## src/rtl/mlh_pkg.sv

```systemverilog
// Shared types and constants for the median LBP histogram block.
package mlh_pkg;

  localparam int unsigned PIX_W  = 8;
  localparam int unsigned CODE_W = 8;
  localparam int unsigned X_W    = 10;
  localparam int unsigned Y_W    = 12;
  localparam int unsigned CNT_W  = 22;
  localparam int unsigned BIN_W  = 8;
  localparam int unsigned BINS   = 256;
  localparam int unsigned CFG_W  = 13;
  localparam int unsigned IDX_W  = 2;
  localparam int unsigned DIM_W  = 13;

  localparam logic [CNT_W-1:0] BIN_MAX    = '1;
  localparam logic [DIM_W-1:0] HEIGHT_MAX = 13'd4096;

  // configuration register indexes
  localparam logic [IDX_W-1:0] REG_SCALE  = 2'd0;
  localparam logic [IDX_W-1:0] REG_WIDTH  = 2'd1;
  localparam logic [IDX_W-1:0] REG_HEIGHT = 2'd2;

  typedef enum logic {
    OP_PUSH = 1'b0,
    OP_READ = 1'b1
  } op_e;

  typedef enum logic {
    KIND_CODE  = 1'b0,
    KIND_COUNT = 1'b1
  } kind_e;

  typedef logic [PIX_W-1:0] pix_t;

  typedef struct packed {
    op_e              operation;
    logic [PIX_W-1:0] pixel;
    logic [BIN_W-1:0] bin_index;
  } in_t;

  typedef struct packed {
    kind_e             result_kind;
    logic [CODE_W-1:0] lbp_code;
    logic [X_W-1:0]    code_x;
    logic [Y_W-1:0]    code_y;
    logic              frame_last;
    logic [CNT_W-1:0]  bin_count;
  } out_t;

  // per-beat sideband that rides along the pipeline
  typedef struct packed {
    op_e              op;
    logic             emit;
    logic [X_W-1:0]   x;
    logic [Y_W-1:0]   y;
    logic             last;
    logic [BIN_W-1:0] bin_index;
  } meta_t;

endpackage

```

## src/rtl/mlh_median.sv

```systemverilog
// Three-stage median of nine and neighbor comparison into the pattern code.
module mlh_median (
  input  logic                           clk_i,
  input  logic                           rst_ni,
  input  logic                           en_i,
  input  logic                           vld_i,
  input  mlh_pkg::meta_t                 meta_i,
  input  logic [8:0][mlh_pkg::PIX_W-1:0] nb_i,
  output logic                           vld_o,
  output mlh_pkg::meta_t                 meta_o,
  output logic [mlh_pkg::CODE_W-1:0]     code_o
);
  import mlh_pkg::*;

  function automatic pix_t max2(input pix_t a, input pix_t b);
    return (a > b) ? a : b;
  endfunction

  function automatic pix_t min2(input pix_t a, input pix_t b);
    return (a < b) ? a : b;
  endfunction

  function automatic pix_t med3(input pix_t a, input pix_t b, input pix_t c);
    return max2(min2(a, b), min2(max2(a, b), c));
  endfunction

  // stage A: each column sorted into low / mid / high
  logic                       a_vld_q, b_vld_q;
  meta_t                      a_meta_q, b_meta_q, c_meta_q;
  logic [7:0][PIX_W-1:0]      a_nb_q, b_nb_q;
  logic [2:0][PIX_W-1:0]      a_lo_q, a_mid_q, a_hi_q;
  pix_t                       b_lo_q, b_mid_q, b_hi_q;
  logic                       c_vld_q;
  logic [CODE_W-1:0]          c_code_q;

  logic [2:0][2:0][PIX_W-1:0] trip;
  pix_t                       med;
  logic [CODE_W-1:0]          code;

  always_comb begin
    trip[0] = {nb_i[6], nb_i[7], nb_i[0]};
    trip[1] = {nb_i[5], nb_i[8], nb_i[1]};
    trip[2] = {nb_i[4], nb_i[3], nb_i[2]};
    med = med3(b_lo_q, b_mid_q, b_hi_q);
    for (int k = 0; k < CODE_W; k++) begin
      code[k] = (med <= b_nb_q[k]);
    end
  end

  always_ff @(posedge clk_i or negedge rst_ni) begin
    if (!rst_ni) begin
      a_vld_q <= 1'b0;
      b_vld_q <= 1'b0;
      c_vld_q <= 1'b0;
    end else if (en_i) begin
      a_vld_q <= vld_i;
      b_vld_q <= a_vld_q;
      c_vld_q <= b_vld_q;
    end
  end

  always_ff @(posedge clk_i) begin
    if (en_i) begin
      a_meta_q <= meta_i;
      a_nb_q   <= nb_i[7:0];
      for (int i = 0; i < 3; i++) begin
        a_lo_q[i]  <= min2(min2(trip[i][0], trip[i][1]), trip[i][2]);
        a_hi_q[i]  <= max2(max2(trip[i][0], trip[i][1]), trip[i][2]);
        a_mid_q[i] <= med3(trip[i][0], trip[i][1], trip[i][2]);
      end
      b_meta_q <= a_meta_q;
      b_nb_q   <= a_nb_q;
      b_lo_q   <= max2(max2(a_lo_q[0], a_lo_q[1]), a_lo_q[2]);
      b_mid_q  <= med3(a_mid_q[0], a_mid_q[1], a_mid_q[2]);
      b_hi_q   <= min2(min2(a_hi_q[0], a_hi_q[1]), a_hi_q[2]);
      c_meta_q <= b_meta_q;
      c_code_q <= code;
    end
  end

  assign vld_o  = c_vld_q;
  assign meta_o = c_meta_q;
  assign code_o = c_code_q;

endmodule

```

## config.mk

```make
export PLATFORM = sky130hd
export DESIGN_NAME = mlh_median
export DESIGN_NICKNAME = d
export VERILOG_FILES = /design/src/rtl/mlh_pkg.sv /design/src/rtl/mlh_median.sv
export SDC_FILE = /design/constraint.sdc
export NUM_CORES = 1
export LEC_CHECK = 0
export BUFFER_PORTS_ARGS = -buffer_cell sky130_fd_sc_hd__clkbuf_2
export CAP_MARGIN = 15
export CORE_ASPECT_RATIO = 0.6
export CORE_UTILIZATION = 45
export DETAILED_ROUTE_END_ITERATION = 6
export GPL_ROUTABILITY_DRIVEN = 0
export GPL_TIMING_DRIVEN = 0
export SLEW_MARGIN = 15
export SYNTH_ARGS = -nofsm -noshare
export SYNTH_HDL_FRONTEND = slang
export SYNTH_SLANG_ARGS = --single-unit
```

## constraint.sdc

```tcl
create_clock -name clk_i -period 12 [get_ports clk_i]
set_input_delay 0.6 -clock clk_i [delete_from_list [all_inputs] [get_ports clk_i]]
set_output_delay 0.6 -clock clk_i [all_outputs]
set_load 0.05 [all_outputs]
```

==> out/results.txt <==
Status: completed
Post-layout min period: 7.81 ns
Global-route wire length before repair: 66200 um
Core area: 40600 um2
RR Startpoint: b_lo_q[5]
Number of synthesized flops with an enable pin: 331
Commonest non-fill, non-tap cell in the layout: edfxtp_1
Register area share after synthesis: 53.9%
RSZ-0062 raised after global routing: no
Starting density of the core: 45.8%
IO Pins: 151
CP max FO: 10
Routed vias: 11641
Initial antenna violation count: 0
Worst Setup Path Type: reg -> reg
Drt pass-1 iters: 5
Hold Crit Class: in -> reg
Routed Antenna Nets: 0
Worst path required time: 12.38 ns
Synth-to-Final Area Change: 14.9%
Final hold vios: 0
H-Tree Depth: 2
Die height: 159 um
NumNets Final: 1961
Critical Path Start: b_lo_q[5]
Mapped Area: 18600 um2
DR vias/cell: 5.35
Layout cell share with drive strength beyond 1: 23.3%
Die Wd: 264 um
Setup crit end kind: register
Synth Instances: 1420
Slowest-stage cell, CP: o41ai_4
Pins Over Slew Limit: 0
Worst hold path startpoint: meta_i[29]
Post-Syn Nets: 1762
F_max: 0.128 GHz
Clock buffer count from CTS: 35
Final WL: 42700 um
Global route total overflow: 0
Worst Path Buf+Inv: 2
Hold WS: 0.245 ns
Synth Flop Type: edfxtp_1
WL per Instance: 19.6 um
Async S/R FF share, synth: 0.898%
Arrival @ worst endpoint: 8.19 ns
Core Rows: 57
Vias in the first global route: 11506
Slew @ Worst Pin: 0.921 ns
DR iter-0 viols: 865
CTS Buffer Depth: 3
Die area: 42200 um2
Worst-path clk slew: 0.06 ns
CTS root buf: clkbuf_16
CTS tree: done
Worst setup SP type: register
Dpl hpwl: 33300 um
Worst skew pair latency: 0.53 ns
Synth Warn #: 0
Largest net degree at the start of global routing: 102
Final Cycle Share: 65.1%
Final Skew: 0.0269 ns
Overall routing resource usage: 20.7%
I/O Buffers: 150
Most frequent cells in the layout: edfxtp_1 (331), ha_1 (233), inv_1 (189), clkbuf_2 (150), mux2_2 (131)
Final setup viols: 0
#FFs+latches synth: 334
Avg Synthesized Cell Area: 13.1 um2
Max-Cap Viols: 0
Worst path top cell family by delay: compound AO/OA/AOI/OAI gates
Yosys cell types: 54
Clock sink count: 334
DRC violations left: 0
Largest stage delay on the critical path: 0.67 ns
Post-CTS sizing: 0
Relative slew slack: 38.2%
Final TNS setup: 0 ns
Final core occ: 52.7%
## routing by layer
layer	share of wire, %	global-route usage, %
met4	1.2	3.70
met5	0	0
met1	52	33.3
met3	8.4	5.29
met2	39	27.6
## worst reg2reg max path: cells and delay by family (launching register included)
kind	cells	cell delay (ns)
simple gates	4	0.52
fa+ha+maj	4	1.36
compound gates	18	4.21
flops	1	0.43
mux	1	0.26
buf+inv	2	0.91
## state kept, by name, summed over array words and instances, names as in the netlist, 8 cells and up
register  cells
b_nb_q       64
a_meta_q     33
a_hi_q       24
b_hi_q        8
code_o        8
b_meta_q     33
a_lo_q       24
a_nb_q       64
b_mid_q       8
meta_o       33
b_lo_q        8
a_mid_q      24
## cells in the mapped netlist, types with 4 or more instances
cell type,instances,share of area (%)
edfxtp_1,331,53
ha_1,233,16
inv_1,189,3.8
mux2_2,131,7.9
mux2i_1,68,3.7
a21oi_1,64,1.7
o21ai_0,62,1.7
a21o_1,42,1.7
nand2_1,42,0.85
nand4_1,29,0.98
o21a_1,26,1.0
nand3_1,23,0.62
nor2b_1,23,0.77
nor2_1,21,0.42
nand2b_1,16,0.54
and3_1,12,0.40
o21ai_1,10,0.27
o31ai_1,10,0.40
nor3_1,9,0.24
or2_2,9,0.30
clkbuf_1,6,0.12
buf_1,5,0.10
a31oi_1,4,0.13
o211ai_1,4,0.16
## timing repair
item / CTS / global route
setup buffers: 0 / 0
hold endpoints to repair: 3 / 0
hold buffers: 1 / 0
## through the flow
step / std cells / area (um2) / setup slack [ns]
final: 2177 / 21400 / 4.19
after global routing: 2176 / 21400 / 3.61
after CTS: 2176 / 21400 / 4.26
after detailed placement: 2112 / 20200 / 4.28
after global placement: 2101 / 20000 / 3.63
after floorplan: 1420 / 18600 / 5.72
## cells by family after synthesis
family | count (synthesis) | synth area share [%]
AOI/OAI and AO/OA | 255 | 9.07
adders and majority gates | 233 | 15.7
buffers and inverters | 204 | 4.16
DFF | 334 | 53.9
muxes | 200 | 11.7
and+or+nand+nor | 194 | 5.55
## layout make-up
class                   count  area, um2
clock buffers              43        927
clock inverters            20        198
diodes                      1       2.50
multi-input cells         882       7830
plain buffers              15       63.8
well taps                 531        664
fillers                  3444      19200
repair buffers            162        953
inverters                 189        709
flip-flops and latches    334      10000
## final timing paths
path	endpoint	slack (ns)	cells after the start
max in group asynchronous	a_vld_q	11.47	2
min in group asynchronous	vld_o	0.42	2
setup / recovery	code_o[7]	4.19	29
hold reg to reg	b_nb_q[9]	0.40	0
hold / removal	a_meta_q[29]	0.24	1
setup reg to reg	code_o[7]	4.19	29
Power is not shown: default switching activity piles up to over one toggle a cycle in this logic, so the estimate is an artifact.
